[src/hdl/ctfc_pkg.sv]
`default_nettype none
package ctfc_pkg;

    // Default number of color table entries.
    localparam int TABLE_DEPTH_DEF = 256;

    // Configuration register indexes.
    localparam logic [1:0] REG_FADE_RED   = 2'd0;
    localparam logic [1:0] REG_FADE_GREEN = 2'd1;
    localparam logic [1:0] REG_FADE_BLUE  = 2'd2;
    localparam logic [1:0] REG_FADE_STEP  = 2'd3;

    localparam logic [5:0] FADE_STEP_RST = 6'd63;
    localparam int         FADE_SHIFT    = 6;

    // Luma weights; the divide by 100 is a multiply by 5243 / 2^19, exact for sums
    // up to 30*255 + 59*255 + 11*255.
    localparam int GRAY_R_WT   = 30;
    localparam int GRAY_G_WT   = 59;
    localparam int GRAY_B_WT   = 11;
    localparam int GRAY_RECIP  = 5243;
    localparam int GRAY_SHIFT  = 19;

    typedef enum logic [1:0] {
        OP_WRITE  = 2'd0,
        OP_ROTATE = 2'd1,
        OP_GRAY   = 2'd2,
        OP_READ   = 2'd3
    } t_op;

    typedef enum logic [3:0] {
        S_IDLE,
        S_WRITE,
        S_ROT,
        S_ROT_END,
        S_ROT_FIN,
        S_GRAY,
        S_GRAY_DRAIN,
        S_FADE,
        S_FADE_PIPE
    } t_state;

    typedef struct packed {
        logic [7:0] r;
        logic [7:0] g;
        logic [7:0] b;
    } t_rgb;

    typedef struct packed {
        logic [7:0] red;
        logic [7:0] green;
        logic [7:0] blue;
        logic [5:0] step;
    } t_fade_cfg;

endpackage
`default_nettype wire

[src/hdl/ctfc_fade.sv]
`default_nettype none
module ctfc_fade (
    input  wire logic                i_clk,
    input  wire logic                i_rst_n,
    input  wire logic                i_valid,
    input  wire ctfc_pkg::t_fade_cfg i_cfg,
    input  wire ctfc_pkg::t_rgb      i_entry,
    output logic                     o_valid,
    output ctfc_pkg::t_rgb           o_color
);
    import ctfc_pkg::*;

    // (entry - target) * step, signed
    function automatic logic signed [15:0] fade_prod(
        input logic [7:0] target,
        input logic [7:0] entry,
        input logic [5:0] step
    );
        logic signed [8:0] diff;
        logic signed [6:0] stp;
        diff = $signed({1'b0, entry}) - $signed({1'b0, target});
        stp  = $signed({1'b0, step});
        return diff * stp;
    endfunction

    // target + floor(prod / 64), modulo 256
    function automatic logic [7:0] fade_sum(
        input logic [7:0]        target,
        input logic signed [15:0] prod
    );
        logic signed [15:0] q;
        q = prod >>> FADE_SHIFT;
        return target + q[7:0];
    endfunction

    logic               r_p_vld;
    logic signed [15:0] r_p_r;
    logic signed [15:0] r_p_g;
    logic signed [15:0] r_p_b;
    logic               r_o_vld;
    t_rgb               r_o_color;

    always_ff @(posedge i_clk) begin
        if (!i_rst_n) begin
            r_p_vld <= 1'b0;
            r_o_vld <= 1'b0;
        end else begin
            r_p_vld <= i_valid;
            r_o_vld <= r_p_vld;
        end
    end

    always_ff @(posedge i_clk) begin
        r_p_r <= fade_prod(i_cfg.red,   i_entry.r, i_cfg.step);
        r_p_g <= fade_prod(i_cfg.green, i_entry.g, i_cfg.step);
        r_p_b <= fade_prod(i_cfg.blue,  i_entry.b, i_cfg.step);
        r_o_color.r <= fade_sum(i_cfg.red,   r_p_r);
        r_o_color.g <= fade_sum(i_cfg.green, r_p_g);
        r_o_color.b <= fade_sum(i_cfg.blue,  r_p_b);
    end

    assign o_valid = r_o_vld;
    assign o_color = r_o_color;

endmodule
`default_nettype wire

[config.mk]
export PLATFORM = sky130hd
export DESIGN_NAME = ctfc_fade
export DESIGN_NICKNAME = d
export VERILOG_FILES = /design/src/hdl/ctfc_pkg.sv /design/src/hdl/ctfc_fade.sv
export SDC_FILE = /design/constraint.sdc
export NUM_CORES = 1
export LEC_CHECK = 0
export ABC_AREA = 1
export BUFFER_PORTS_ARGS = -buffer_cell sky130_fd_sc_hd__buf_2
export CORE_MARGIN = 2
export CORE_UTILIZATION = 57
export DETAILED_ROUTE_END_ITERATION = 10
export PLACE_DENSITY = 0.81
export SYNTH_ARGS = -nofsm -noshare
export SYNTH_HDL_FRONTEND = slang
export SYNTH_SLANG_ARGS = --single-unit
[constraint.sdc]
create_clock -name i_clk -period 10.13 [get_ports i_clk]
set_clock_uncertainty 0.05 [all_clocks]
set_input_delay 2.026 -clock i_clk [delete_from_list [all_inputs] [get_ports i_clk]]
set_output_delay 2.026 -clock i_clk [all_outputs]
set_load 0.1 [all_outputs]
==> run summary <==
STA
--------------------------------------------------------------------------------
Share of the cycle needed by the critical path after routing               0.692
Worst max-slew margin expressed relative to the limit                      0.423
Upper clock frequency limit                                              143 MHz
Accumulated negative setup slack                                            0 ps
Count of endpoints failing hold in the final timing report                     0
Worst-Margin Slew                                                         861 ps
Worst Hold Margin                                                         364 ps
Endpoints failing setup                                                        0
RSZ-0062 raised after global routing                                       false
Number of pins with negative max-slew slack in the final report                0
Post-layout min period                                                   7010 ps
Minimum setup slack in the final design                                  3120 ps

DRT
--------------------------------------------------------------------------------
Number of DRC markers in iteration 0                                         404
First-pass iteration count of the detailed router                              5
# DRC                                                                          0
Via count                                                                  7,594
Total Wirelength                                                    19,000 microns
Final antenna-violating net count                                              0
Routed wire per std cell                                            12.9 microns
Mean number of vias per cell                                                5.17

CLOCKING
--------------------------------------------------------------------------------
CTS root buffer                                                     sky130_fd_sc_hd__clkbuf_16
Number of gates resized after CTS                                              0
CTS tree                                                                     yes
Count of clock tree sinks                                                     50
Post-CTS Setup Inserts                                                         0
Level count of the clock H-tree                                                2
Clock transition at path regs                                              70 ps
Number of hold-repair buffers added at the cts stage                           0
Buffer levels on the longest clock path                                        2
Worst-Skew Late Latency                                                   310 ps
Inserted Clock Buffers                                                         5

SYNTH
--------------------------------------------------------------------------------
Post-synthesis async set-or-reset flop share                                   0
Share of Yosys cell area claimed by the top area cell type                 0.240
Number of flip-flops and latches in the synthesized netlist                   50
Most area-hungry cell type in the Yosys netlist                     sky130_fd_sc_hd__fa_1
Count of flip-flops with a built-in enable after synthesis                     0
Post-Syn Area per Cell                                                7.28 sq um
Share of the yosys chip area belonging to registers                        0.114
Largest cells by area after synthesis                               sky130_fd_sc_hd__fa_1 24%, sky130_fd_sc_hd__ha_1 17%, sky130_fd_sc_hd__inv_1 12%
Count of cell types in the netlist                                            38
Synthesized netlist cell count                                             1,206
Count of warnings emitted by yosys                                             0
Total standard cell area after synthesis                              8770 sq um
Post-Synthesis Net Count                                                   1,488
Leading register cell type out of synthesis                         sky130_fd_sc_hd__dfxtp_1

FLOORPLANNING
--------------------------------------------------------------------------------
Number of rows in the core area                                               45
Core Region                                                         15,100 sq um
Die Area                                                            16,400 sq um
DIE HEIGHT                                                           128 microns
I/O Pins                                                                      82
Width of the chip                                                    128 microns
Effective utilization at floorplan                                         0.579

SETUP PATH
--------------------------------------------------------------------------------
Class of the most critical setup path                                  in -> reg
Type of element capturing the critical path                             register
Data required time at the worst endpoint                               10,290 ps
Largest fanout on the critical path                                            6
Critical Path Source Type                                           primary input
Arr. time, crit path                                                     7170 ps

LAYOUT
--------------------------------------------------------------------------------
Fill cell count                                                            1,339
Fraction of layout cells with a size suffix above 1                       0.0827
Commonest cells after routing, fill and taps aside                  280 x sky130_fd_sc_hd__inv_1, 236 x sky130_fd_sc_hd__nand2_1, 162 x sky130_fd_sc_hd__nor2_1
Number of antenna diodes                                                       0
Area delta synth->final                                                    8.46%
Final net count                                                            1,563
Most common library cell in the layout ignoring fill and taps       sky130_fd_sc_hd__inv_1
Final standard cell count with taps included and fillers excluded          1,470

GRT
--------------------------------------------------------------------------------
First-pass GRT wire length                                          32,800 microns
Overflow left after global routing                                             0
Global Route Usage Sum                                                     0.247
Initial antenna violation count                                                0
Number of global-route vias before repair                                  7,545
Pin count of the biggest net entering global routing                          28

RUN
--------------------------------------------------------------------------------
Count of max-cap constraint violations                                         0

PLACEMENT
--------------------------------------------------------------------------------
Number of cells after detailed placement                                   1,462
Final GP Congestion                                                        0.887
Port Buf Inserts                                                              81
Detailed-placement wirelength estimate                              16,000 microns
Pre-CTS WS                                                               2860 ps

STATUS
--------------------------------------------------------------------------------
Outcome                                                             complete, no violations

HOLD PATH
--------------------------------------------------------------------------------
Worst min-delay path category                                         reg -> reg

## cells in the mapped netlist, drive strengths merged (12+ instances only)
master / n
nand4: 14
dfxtp: 50
xor2: 36
o21bai: 12
nor2: 162
ha: 120
nand2: 237
o21ai: 17
nand3: 53
xnor2: 17
fa: 105
a21oi: 49
inv: 284
## state kept, by name, indices dropped and copies added (netlist names)
| register | flops |
|---|---|
| o_color | 24 |
| o_valid | 1 |
| r_p_r | 8 |
| r_p_g | 8 |
| r_p_vld | 1 |
| r_p_b | 8 |
## through the flow
| stage | util | instance area (sq um) |
|---|---|---|
| after detailed placement | 0.617 | 9350 |
| final | 0.628 | 9520 |
| after global placement | 0.617 | 9350 |
| after global routing | 0.628 | 9520 |
| after floorplan | - | 8770 |
| after CTS | 0.628 | 9520 |
## critical path, cell delays in order
cell and delay [ps]:
sky130_fd_sc_hd__buf_2 110, sky130_fd_sc_hd__ha_1 230, sky130_fd_sc_hd__fa_1 420, sky130_fd_sc_hd__o21ai_0 240
sky130_fd_sc_hd__nand2_1 120, sky130_fd_sc_hd__nor2_1 100, sky130_fd_sc_hd__nor2_1 60, sky130_fd_sc_hd__xor2_1 450
sky130_fd_sc_hd__nor2_1 120, sky130_fd_sc_hd__fa_1 560, sky130_fd_sc_hd__fa_1 440, sky130_fd_sc_hd__fa_1 540
sky130_fd_sc_hd__inv_1 50, sky130_fd_sc_hd__fa_1 490, sky130_fd_sc_hd__inv_1 40, sky130_fd_sc_hd__ha_1 360
sky130_fd_sc_hd__a21oi_1 290, sky130_fd_sc_hd__nand2_1 90, sky130_fd_sc_hd__nand2_1 60, sky130_fd_sc_hd__nand2_1 40
sky130_fd_sc_hd__a21oi_1 170, sky130_fd_sc_hd__inv_1 60, sky130_fd_sc_hd__nand2_1 60, sky130_fd_sc_hd__nand2_1 40
## path summary, 6_finish.rpt
kind / start / end / slack (ps) / cells past startpoint
worst max-delay path: i_cfg[6] / r_p_b[13] / 3120 / 24
worst min-delay path: r_p_vld / o_valid / 360 / 2
worst max register to register: r_p_r[6] / o_color[22] / 8330 / 9
worst min register to register: r_p_vld / o_valid / 360 / 2
## cell families (layout without fill, tap and decap cells)
group                    Yosys count  in the layout  share of synthesized area
AO/OA/AOI/OAI                     95             95                     0.0652
adder cells (fa/ha/maj)          225            225                      0.411
flip-flops                        50             50                      0.114
AND/OR/NAND/NOR                  484            484                      0.226
XOR/XNOR                          53             53                     0.0546
buffers and inverters            299            375                      0.130
## metal layers
| metal | track usage | routed length (microns) | up-vias |
|---|---|---|---|
| met4 | 0.0763 | 401 | 0 |
| li1 | - | - | 3802 |
| met3 | 0.0405 | 1070 | 33 |
| met1 | 0.308 | 8160 | 3545 |
| met5 | 0 | 0 | - |
| met2 | 0.437 | 9400 | 214 |
## layout make-up
| type | instances | area, sq um | share of cell area |
|---|---|---|---|
| clock buffers | 6 | 129 | 0.0135 |
| clock inverters | 2 | 37.5 | 0.00394 |
| inverters | 286 | 1070 | 0.113 |
| multi-input cells | 857 | 6640 | 0.697 |
| flip-flops and latches | 50 | 1000 | 0.105 |
| well taps | 188 | 235 | 0.0247 |
| repair buffers | 81 | 405 | 0.0426 |
Power is not shown: default switching activity piles up to over one toggle a cycle in this logic, so the estimate is an artifact.
