**src/hdl/ctfc_pkg.sv**
```systemverilog
`default_nettype none
package ctfc_pkg;

    // Default number of color table entries.
    localparam int TABLE_DEPTH_DEF = 256;

    // Configuration register indexes.
    localparam logic [1:0] REG_FADE_RED   = 2'd0;
    localparam logic [1:0] REG_FADE_GREEN = 2'd1;
    localparam logic [1:0] REG_FADE_BLUE  = 2'd2;
    localparam logic [1:0] REG_FADE_STEP  = 2'd3;

    localparam logic [5:0] FADE_STEP_RST = 6'd63;
    localparam int         FADE_SHIFT    = 6;

    // Luma weights; the divide by 100 is a multiply by 5243 / 2^19, exact for sums
    // up to 30*255 + 59*255 + 11*255.
    localparam int GRAY_R_WT   = 30;
    localparam int GRAY_G_WT   = 59;
    localparam int GRAY_B_WT   = 11;
    localparam int GRAY_RECIP  = 5243;
    localparam int GRAY_SHIFT  = 19;

    typedef enum logic [1:0] {
        OP_WRITE  = 2'd0,
        OP_ROTATE = 2'd1,
        OP_GRAY   = 2'd2,
        OP_READ   = 2'd3
    } t_op;

    typedef enum logic [3:0] {
        S_IDLE,
        S_WRITE,
        S_ROT,
        S_ROT_END,
        S_ROT_FIN,
        S_GRAY,
        S_GRAY_DRAIN,
        S_FADE,
        S_FADE_PIPE
    } t_state;

    typedef struct packed {
        logic [7:0] r;
        logic [7:0] g;
        logic [7:0] b;
    } t_rgb;

    typedef struct packed {
        logic [7:0] red;
        logic [7:0] green;
        logic [7:0] blue;
        logic [5:0] step;
    } t_fade_cfg;

endpackage
`default_nettype wire

```
**src/hdl/ctfc_gray.sv**
```systemverilog
`default_nettype none
module ctfc_gray #(
    parameter int AW = 8
) (
    input  wire logic           i_clk,
    input  wire logic           i_rst_n,
    input  wire logic           i_valid,
    input  wire logic [AW-1:0]  i_addr,
    input  wire ctfc_pkg::t_rgb i_color,
    output logic                o_wr_en,
    output logic [AW-1:0]       o_wr_addr,
    output ctfc_pkg::t_rgb      o_wr_data,
    output logic                o_busy
);
    import ctfc_pkg::*;

    // stage 1: weighted sum, stage 2: reciprocal multiply
    logic          r_s1_vld;
    logic [AW-1:0] r_s1_addr;
    logic [14:0]   r_s1_sum;
    logic [14:0]   n_s1_sum;
    logic          r_s2_vld;
    logic [AW-1:0] r_s2_addr;
    logic [26:0]   r_s2_prod;
    logic [26:0]   n_s2_prod;
    logic [7:0]    luma;

    always_comb begin
        n_s1_sum = 15'(GRAY_R_WT) * 15'(i_color.r)
                 + 15'(GRAY_G_WT) * 15'(i_color.g)
                 + 15'(GRAY_B_WT) * 15'(i_color.b);
        n_s2_prod = 27'(r_s1_sum) * 27'(GRAY_RECIP);
    end

    always_ff @(posedge i_clk) begin
        if (!i_rst_n) begin
            r_s1_vld <= 1'b0;
            r_s2_vld <= 1'b0;
        end else begin
            r_s1_vld <= i_valid;
            r_s2_vld <= r_s1_vld;
        end
    end

    always_ff @(posedge i_clk) begin
        r_s1_addr <= i_addr;
        r_s1_sum  <= n_s1_sum;
        r_s2_addr <= r_s1_addr;
        r_s2_prod <= n_s2_prod;
    end

    assign luma      = r_s2_prod[GRAY_SHIFT +: 8];
    assign o_wr_en   = r_s2_vld;
    assign o_wr_addr = r_s2_addr;
    assign o_wr_data = '{r: luma, g: luma, b: luma};
    assign o_busy    = r_s1_vld | r_s2_vld;

endmodule
`default_nettype wire

```
**config.mk**
```make
export PLATFORM = sky130hd
export DESIGN_NAME = ctfc_gray
export DESIGN_NICKNAME = d
export VERILOG_FILES = /design/src/hdl/ctfc_pkg.sv /design/src/hdl/ctfc_gray.sv
export SDC_FILE = /design/constraint.sdc
export NUM_CORES = 1
export LEC_CHECK = 0
export ABC_CLOCK_PERIOD_IN_PS = 5800
export BUFFER_PORTS_ARGS = -buffer_cell sky130_fd_sc_hd__buf_2
export CAP_MARGIN = 5
export CORE_UTILIZATION = 60
export CTS_CLUSTER_SIZE = 12
export DETAILED_ROUTE_END_ITERATION = 10
export GPL_ROUTABILITY_DRIVEN = 1
export HOLD_SLACK_MARGIN = 0.12
export PLACE_DENSITY = 0.79
export SYNTH_ARGS = -nofsm -noshare
export SYNTH_HDL_FRONTEND = slang
export SYNTH_SLANG_ARGS = --single-unit
```
**constraint.sdc**
```tcl
create_clock -name i_clk -period 5.8 [get_ports i_clk]
set_input_delay 0.29 -clock i_clk [delete_from_list [all_inputs] [get_ports i_clk]]
set_output_delay 0.29 -clock i_clk [all_outputs]
set_load 0.1 [all_outputs]
```
==> impl_metrics.ini, run 1 <==
[floorplanning]
start_util_pct = 61.39
dieWidth_um = 112.9
core_sq_mm = 0.01201
die_y_um = 112.9
row_count = 40
io_pins = 69
dieArea_sq_mm = 0.01274

[route]
antenna_left = 0
firstDrtPassIters = 4
wire_per_inst_um = 14.88
top_layer_used = met4
wl_met2_um = 7452
wl_met3_um = 382
drt_iter0_drc = 205
vias_per_cell = 5.245
route.vias.total = 4888
met1_length_um = 5693
wl_um = 13870
drcViolationCount = 0

[grt]
grt_max_degree = 16
antenna_found_initial = 0
grt_first_pass_wirelength_um = 24590
gr-total-overflow = 0
grt_pass1_vias = 5547
grtUsageTotal_pct = 24.79

[placement]
portBuffers = 68
post-place-ws_ns = 0.1643
gp_congestion = 0.8852
hpwl_um = 12150

[setup_path]
slowest_delay_ns = 0.59
arrival_ns = 5.61
startpoint_type = input pin
reg2reg_depth = 17
worstSetupPathType = input pin to flop
path_cells = buf_2, fa_1, fa_1, ha_1, a21o_1, a21oi_1, nor2b_1, o21a_1, o41ai_1, buf_4, xnor2_1, ha_1, inv_1, fa_1, fa_1, inv_1, ha_1, and2_1, a31o_2, a41oi_1, nor2b_1, xnor2_1
critPathSlowestCell = fa_1
r2r_end = r_s2_prod[26]
path_common_cell = fa_1
endpoint_kind = flop
critPathMaxFanout = 5
path_buf_inv = 4
rr_startpoint = r_s1_sum[9]
cp_top_family = adder cells
ff2ff_setup_slack_ns = 0.78
cp.depth = 22
crit_required_ns = 6.03

[clock_tree]
cts_resized = 0
cts_tree = done
h-tree-depth = 2
clk-insertion-delay-late_ns = 0.31
cts_buffer_depth = 2
cts.sinks = 41
clockRootBuffer = clkbuf_16
clk_pin_slew_ns = 0.06
cts_setup_buffers = 0
cts_buffers = 5

[synth]
synth-edff-count = 0
synth_area_leaders = fa_1 36%, ha_1 27%, dfxtp_1 11%, inv_1 11%, xnor2_1 2.3%
ys_ff_latch = 41
synth_area_sq_mm = 0.007373
yosysMostFrequentCell = inv_1
yosys.area.top_type_share_pct = 35.84
syn_avg_cell_area_sq_um = 10.30
yosysWarnings = 0
synth_ff_type = dfxtp_1
ys_async_sr_fraction_pct = 0
syn_nets = 1044
yosysTopAreaCell = fa_1
ys_top_cells_by_count = 211 x inv_1, 161 x ha_1, 132 x fa_1
synthCells = 716
synth_cell_types = 40
ys_seq_area_share_pct = 11.13

[run_status]
status = finished, final reports clean

[timing]
hold_violations = 0
skew_ns = 0.01799
fmax_mhz = 185.8
setup_ws_ns = 0.4183
fin_crit_ns = 5.382
rsz0062_at_grt = false
tns_ns = 0
setup_viol = 0
finalCritPeriodShare_pct = 92.79
relSlewSlack_pct = 67.47
tightest_slew_ns = 0.4913
slew_violations = 0

[flow_run]
max-cap-violations = 0

[hold_path]
min_path_cells = 2
hold_class = input pin to flop
worstHoldStart = i_valid
min_to = r_s1_vld

[finish]
fillCellCount = 944
drive_above_1_share_pct = 10.96
syn2layout_area_growth_pct = 8.705
antennaDiodeCount = 0
nets = 1112
[what timing repair did]
item                       CTS  global route
setup endpoints to repair    0             0
hold buffers                 8             0
hold endpoints to repair     8             0
[metal layers]
| layer | global-route usage, % | vias to the layer above |
|---|---|---|
| met4 | 8.421 | 0 |
| met3 | 2.839 | 29 |
| met2 | 46.87 | 89 |
| met1 | 29.17 | 2416 |
| met5 | 0 | - |
| li1 | - | 2354 |
[worst max path at each step]
stage                 from            to  slack [ns]
2_1_floorplan  i_color[16]  r_s1_sum[11]        0.50
3_3_place_gp   i_color[16]  r_s1_sum[11]        0.25
3_5_place_dp   i_color[16]  r_s1_sum[12]        0.16
4_1_cts        i_color[16]  r_s1_sum[12]        0.44
5_1_grt        i_color[16]  r_s1_sum[13]        0.12
6_report       i_color[16]  r_s1_sum[11]        0.42
[worst reg2reg max path, delay by kind of cell, from the launching register on]
kind | cells | cell delay, ns
and+or+nand+nor | 2 | 0.57
adders and majority gates | 6 | 2.58
DFF | 1 | 0.53
AOI/OAI and AO/OA | 5 | 1.09
buffers and inverters | 4 | 0.22
[layout by cell type (no fill, tap or decap), types with 2 or more instances in the layout]
master	instances
fa_1	132
a21oi_1	27
and3_2	2
nor3_1	5
xnor2_1	19
o21ai_0	16
or3_1	2
nor4_1	2
nand2_1	10
and2_1	3
nand4_1	4
nor2_1	9
a41oi_1	2
dlygate4sd3_1	8
buf_2	68
a211oi_1	2
nor2b_1	6
inv_1	211
o21a_1	7
and3_1	2
dfxtp_1	41
clkbuf_16	5
a21o_1	8
a31oi_1	3
xor2_1	6
nand3_1	3
ha_1	161
or2_2	3
[final cells by class]
cell class | count | area [sq um] | share of cell area, %
clock buffers | 5 | 125.1 | 1.561
flip-flops and latches | 41 | 820.8 | 10.24
clock inverters | 3 | 25.02 | 0.3122
well taps | 147 | 183.9 | 2.295
repair buffers | 77 | 427.9 | 5.339
inverters | 211 | 792.0 | 9.881
multi-input cells | 448 | 5640 | 70.37
[flip-flops by register name, summed over array words and instances (netlist names)]
| register | count |
|---|---|
| o_wr_addr | 8 |
| r_s1_addr | 8 |
| o_wr_en | 1 |
| r_s2_prod | 8 |
| r_s1_vld | 1 |
| r_s1_sum | 15 |
[kinds of logic after synthesis]
family                     synth area share, %
buffers and inverters                    12.37
AOI/OAI and AO/OA                        6.500
DFF                                      11.13
xor gates and xnor gates                 2.970
and+or+nand+nor                          3.869
adders and majority gates                63.16
[stage by stage]
step                cell area [sq um]  hold slack [ns]  instances  utilization, %
floorplan                        7373           0.3096        716               -
global placement                 7785           0.3103        916           64.81
detailed placement               7785           0.3138        916           64.81
CTS                              8015           0.2189        932           66.73
global route                     8015           0.2262        932           66.73
finish                           8015           0.2103        932           66.73
Power of run 1 is left out: the tool's default activity adds up to more than one toggle a clock period on the data nets, which glitch-free logic cannot reach.
==> run 2, diff against run 1 <==
- ABC_AREA: not set -> 1
- PLACE_DENSITY: 0.79 -> 0.78
==> run 2 against run 1 <==
  * First-iteration DRC count increased by 24%
  * Sequential cell count unchanged
  * Synthesized cell count increased by 25%
==> impl_metrics.ini, run 2 <==
[route]
wl_um = 15410
antenna_left = 0
drt_iter0_drc = 254
vias_per_cell = 5.069
wire_per_inst_um = 13.54
firstDrtPassIters = 7
drcViolationCount = 0
route.vias.total = 5769

[synth]
yosys.area.top_type_share_pct = 32.83
synthCells = 898
ys_seq_area_share_pct = 10.20
syn_avg_cell_area_sq_um = 8.963
synth_cell_types = 33
synth-edff-count = 0
syn_nets = 1226
yosysWarnings = 0
ys_ff_latch = 41
synth_area_sq_mm = 0.008049
ys_top_cells_by_count = 258 x inv_1, 161 x ha_1, 132 x fa_1
ys_async_sr_fraction_pct = 0
synth_ff_type = dfxtp_1
yosysTopAreaCell = fa_1
yosysMostFrequentCell = inv_1
synth_area_leaders = fa_1 33%, ha_1 25%, inv_1 12%, dfxtp_1 10%, nand2_1 5.2%

[floorplanning]
io_pins = 69
dieArea_sq_mm = 0.01388
die_y_um = 117.8
start_util_pct = 62.76
dieWidth_um = 117.8
row_count = 41
core_sq_mm = 0.01282

[setup_path]
crit_required_ns = 6.02
endpoint_kind = flop
worstSetupPathType = input pin to flop
arrival_ns = 5.16
startpoint_type = input pin
critPathMaxFanout = 5

[clock_tree]
cts_setup_buffers = 0
cts_buffers = 5
cts_tree = done
cts.sinks = 41
clk-insertion-delay-late_ns = 0.30
clk_pin_slew_ns = 0.06
cts_resized = 0
clockRootBuffer = clkbuf_16
cts_buffer_depth = 2
h-tree-depth = 2

[timing]
tns_ns = 0
finalCritPeriodShare_pct = 85.18
fin_crit_ns = 4.941
relSlewSlack_pct = 66.97
hold_violations = 0
setup_viol = 0
skew_ns = 0.01069
tightest_slew_ns = 0.4988
slew_violations = 0
fmax_mhz = 202.4
rsz0062_at_grt = false

[placement]
gp_congestion = 0.9123
hpwl_um = 13910
portBuffers = 68

[finish]
fillCellCount = 1031
drive_above_1_share_pct = 10.77
syn2layout_area_growth_pct = 8.270
layout_commonest_cell = inv_1
multiInputGateArea_sq_mm = 0.006128
top_register = r_s1_sum
seqCellArea_sq_um = 820.8
antennaDiodeCount = 0
largest_reg_flops = 15
nets = 1293
mostFrequentLayoutCells = 258 x inv_1, 161 x ha_1, 132 x fa_1, 111 x nand2_1, 68 x buf_2

[hold_path]
hold_class = input pin to flop

[grt]
grt_max_degree = 16
grt_first_pass_wirelength_um = 27270
antenna_found_initial = 0
grtUsageTotal_pct = 24.78
gr-total-overflow = 0
grt_pass1_vias = 6030

[run_status]
status = finished, final reports clean

[flow_run]
max-cap-violations = 0
## run 2: cell count changes in the layout (fill, tap and decap cells not counted), sizes merged, moves of 7 or more
cell / before / now
nand2: 10 / 118
inv: 212 / 262
nor2: 9 / 34
nand3: 3 / 25
a21oi: 27 / 38
xnor2: 19 / 8
o21ai: 17 / 10
## run 2: logic make-up (layout without fill, tap and decap cells)
logic type                 count (synthesis)  in the layout  share of synthesized area [%]
DFF                                       41             41                          10.20
buffers and inverters                    277            345                          13.66
xor gates and xnor gates                  20             20                          2.176
adders and majority gates                293            293                          57.86
AOI/OAI and AO/OA                         67             67                          5.083
and+or+nand+nor                          200            200                          11.02
## run 2: metrics by stage
step	setup WS [ns]	hold WS (ns)	instance area, sq um	utilization, %	std cells
2_1_floorplan	0.9457	0.3096	8049	-	898
3_3_place_gp	0.6558	0.3098	8484	66.16	1122
3_5_place_dp	0.5458	0.3143	8484	66.16	1122
4_1_cts	0.8485	0.1678	8715	67.95	1138
5_1_grt	0.5379	0.1846	8715	67.95	1138
6_report	0.8593	0.1698	8715	67.95	1138
## run 2: metal layers
metal	vias up	track usage [%]	wire (um)
met1	2778	33.04	7004
met4	0	5.288	191
met2	125	42.43	7419
met3	17	4.021	796
li1	2849	-	-
met5	-	0	0
## run 2: timing repair
item,in CTS,in global routing
endpoints found under the setup margin,0,0
hold buffers,8,0
endpoints found under the hold margin,8,0
## run 2: final cells by class
class | count | area share, %
multi-input cells | 580 | 70.32
well taps | 172 | 2.469
clock buffers | 5 | 1.436
inverters | 261 | 11.24
flip-flops and latches | 41 | 9.419
repair buffers | 76 | 4.824
clock inverters | 3 | 0.2871
## run 2: worst paths after layout
kind                                   start       endpoint  slack, ns  depth (start not counted)
worst max-delay path             i_color[19]   r_s1_sum[13]       0.86                         21
worst min-delay path                 i_valid       r_s1_vld       0.17                          3
worst max register to register   r_s1_sum[9]  r_s2_prod[24]       1.52                         16
worst min register to register  r_s1_addr[7]   o_wr_addr[7]       0.33                          0
## run 2: critical path, stage by stage
cell     delay (ns)
buf_2          0.12
inv_1          0.16
fa_1           0.46
fa_1           0.52
inv_1          0.04
ha_1           0.35
a21o_1         0.20
a31oi_1        0.18
xor2_1         0.16
inv_1          0.07
fa_1           0.47
inv_1          0.05
fa_1           0.46
fa_1           0.54
inv_1          0.04
ha_1           0.35
a21oi_1        0.13
or2_0          0.14
nand3_2        0.12
a21oi_2        0.16
xor2_1         0.15
Power of run 2 is left out for the same reason.
==> run 3, diff against run 2 <==
- CORE_ASPECT_RATIO: not set -> 0.8
==> run 3 against run 2 <==
  * Critical path depth unchanged
  * Design area is 0.24% higher
  * Wire length grew 1.8%
  * Maximum frequency down 1.0%
  * Sequential cell count is the same
  * First-iteration DRC count up 31%
  * Hold slack better by 0.012 ns
  * Die area about the same
  * Sequential share of layout area hardly changed
  * Cell count is 0.26% higher
  * Register-to-register slack worse by 0.06 ns
  * Global-route usage rose by 0.48 points
  * Critical endpoint is now r_s1_sum[11]
==> impl_metrics.ini, run 3 (synthesized netlist as in run 2, its figures left out) <==
[run_status]
status = finished, final reports clean

[finish]
layout_commonest_cell = inv_1
fillCellCount = 1050
top_register = r_s1_sum
syn2layout_area_growth_pct = 8.534
mostFrequentLayoutCells = 258 x inv_1, 161 x ha_1, 132 x fa_1, 111 x nand2_1, 68 x buf_2
antennaDiodeCount = 0
largest_reg_flops = 15
nets = 1293
drive_above_1_share_pct = 10.66

[floorplanning]
start_util_pct = 62.09
core_sq_mm = 0.01296
dieWidth_um = 131.5
die_y_um = 105.6
dieArea_sq_mm = 0.01389
io_pins = 69
row_count = 37

[route]
wire_per_inst_um = 13.75
drt_iter0_drc = 333
wl_um = 15690
firstDrtPassIters = 5
drcViolationCount = 0
antenna_left = 0
vias_per_cell = 5.046
route.vias.total = 5758

[timing]
fin_crit_ns = 4.992
tightest_slew_ns = 0.4914
tns_ns = 0
skew_ns = 0.01340
relSlewSlack_pct = 67.46
setup_viol = 0
rsz0062_at_grt = false
fmax_mhz = 200.3
hold_violations = 0
finalCritPeriodShare_pct = 86.07
slew_violations = 0

[hold_path]
hold_class = input pin to flop
min_path_cells = 3
worstHoldStart = i_valid

[setup_path]
reg2reg_depth = 16
crit_path_start = i_color[19]
crit_required_ns = 6.02
r2r_end = r_s2_prod[24]
startpoint_type = input pin
arrival_ns = 5.21
rr_startpoint = r_s1_sum[9]
crit_end = r_s1_sum[11]
worstSetupPathType = input pin to flop
critPathMaxFanout = 5
ff2ff_setup_slack_ns = 1.46
endpoint_kind = flop

[placement]
hpwl_um = 14010
portBuffers = 68
gp_congestion = 0.9325

[grt]
grtUsageTotal_pct = 25.26
grt_pass1_vias = 6001
gr-total-overflow = 0
grt_first_pass_wirelength_um = 27760
antenna_found_initial = 0
grt_max_degree = 14

[clock_tree]
clk_pin_slew_ns = 0.06
clk-insertion-delay-late_ns = 0.30
clockRootBuffer = clkbuf_16
cts.sinks = 41
h-tree-depth = 2
cts_buffers = 5
cts_setup_buffers = 0
cts_resized = 0
cts_buffer_depth = 2
cts_tree = done

[flow_run]
max-cap-violations = 0
## run 3: cell count changes in the layout (fill, tap and decap cells not counted), sizes merged
cell / change
inv: -1
clkinvlp: -1
bufinv: +1
clkbuf: +1
## run 3: metal layers
layer	up-vias	global-route usage, %	wire length, um
met1	2737	38.23	7812
met5	-	0	0
li1	2844	-	-
met4	0	3.654	123
met2	164	38.78	6670
met3	13	4.137	1080
## run 3: layout make-up
class	instances	area (sq um)	area share, %
Multi-Input combinational cell	580	6128	70.15
Inverter	261	979.7	11.21
Sequential cell	41	820.8	9.396
Timing Repair Buffer	76	420.4	4.812
Tap cell	175	219.0	2.506
Clock buffer	6	128.9	1.475
Clock inverter	2	38.79	0.4440
## run 3: worst min-delay path by stage
stage,endpoint,slack (ns)
2_1_floorplan,o_wr_addr[0],0.31
3_3_place_gp,o_wr_addr[6],0.31
3_5_place_dp,o_wr_addr[7],0.31
4_1_cts,r_s1_vld,0.18
5_1_grt,r_s1_vld,0.20
6_report,r_s1_vld,0.18
## run 3: critical path: stages
cell and delay (ns):
buf_2 0.12, inv_1 0.16, fa_1 0.46, fa_1 0.51, inv_1 0.04, ha_1 0.36, a21o_1 0.20, a31oi_1 0.18
xor2_1 0.16, inv_1 0.06, fa_1 0.48, inv_1 0.05, fa_1 0.46, fa_1 0.55, inv_1 0.04, ha_1 0.36
a21oi_1 0.14, or2_0 0.14, nand3_2 0.13, a21oi_2 0.16, xor2_1 0.15
## run 3: metrics by stage
stage | hold WS, ns | cell area (sq um) | util (%) | worst slack (ns) | cells
global placement | 0.3102 | 8488 | 65.48 | 0.6420 | 1125
global route | 0.2049 | 8736 | 67.39 | 0.4870 | 1141
CTS | 0.1769 | 8736 | 67.39 | 0.7961 | 1141
finish | 0.1815 | 8736 | 67.39 | 0.8078 | 1141
floorplan | 0.3096 | 8049 | - | 0.9457 | 898
detailed placement | 0.3136 | 8488 | 65.48 | 0.5134 | 1125
## run 3: repair_timing
action	in CTS	in global routing
setup endpoints to repair	0	0
hold buffers	8	0
endpoints found under the hold margin	8	0
Power of run 3 is left out for the same reason.
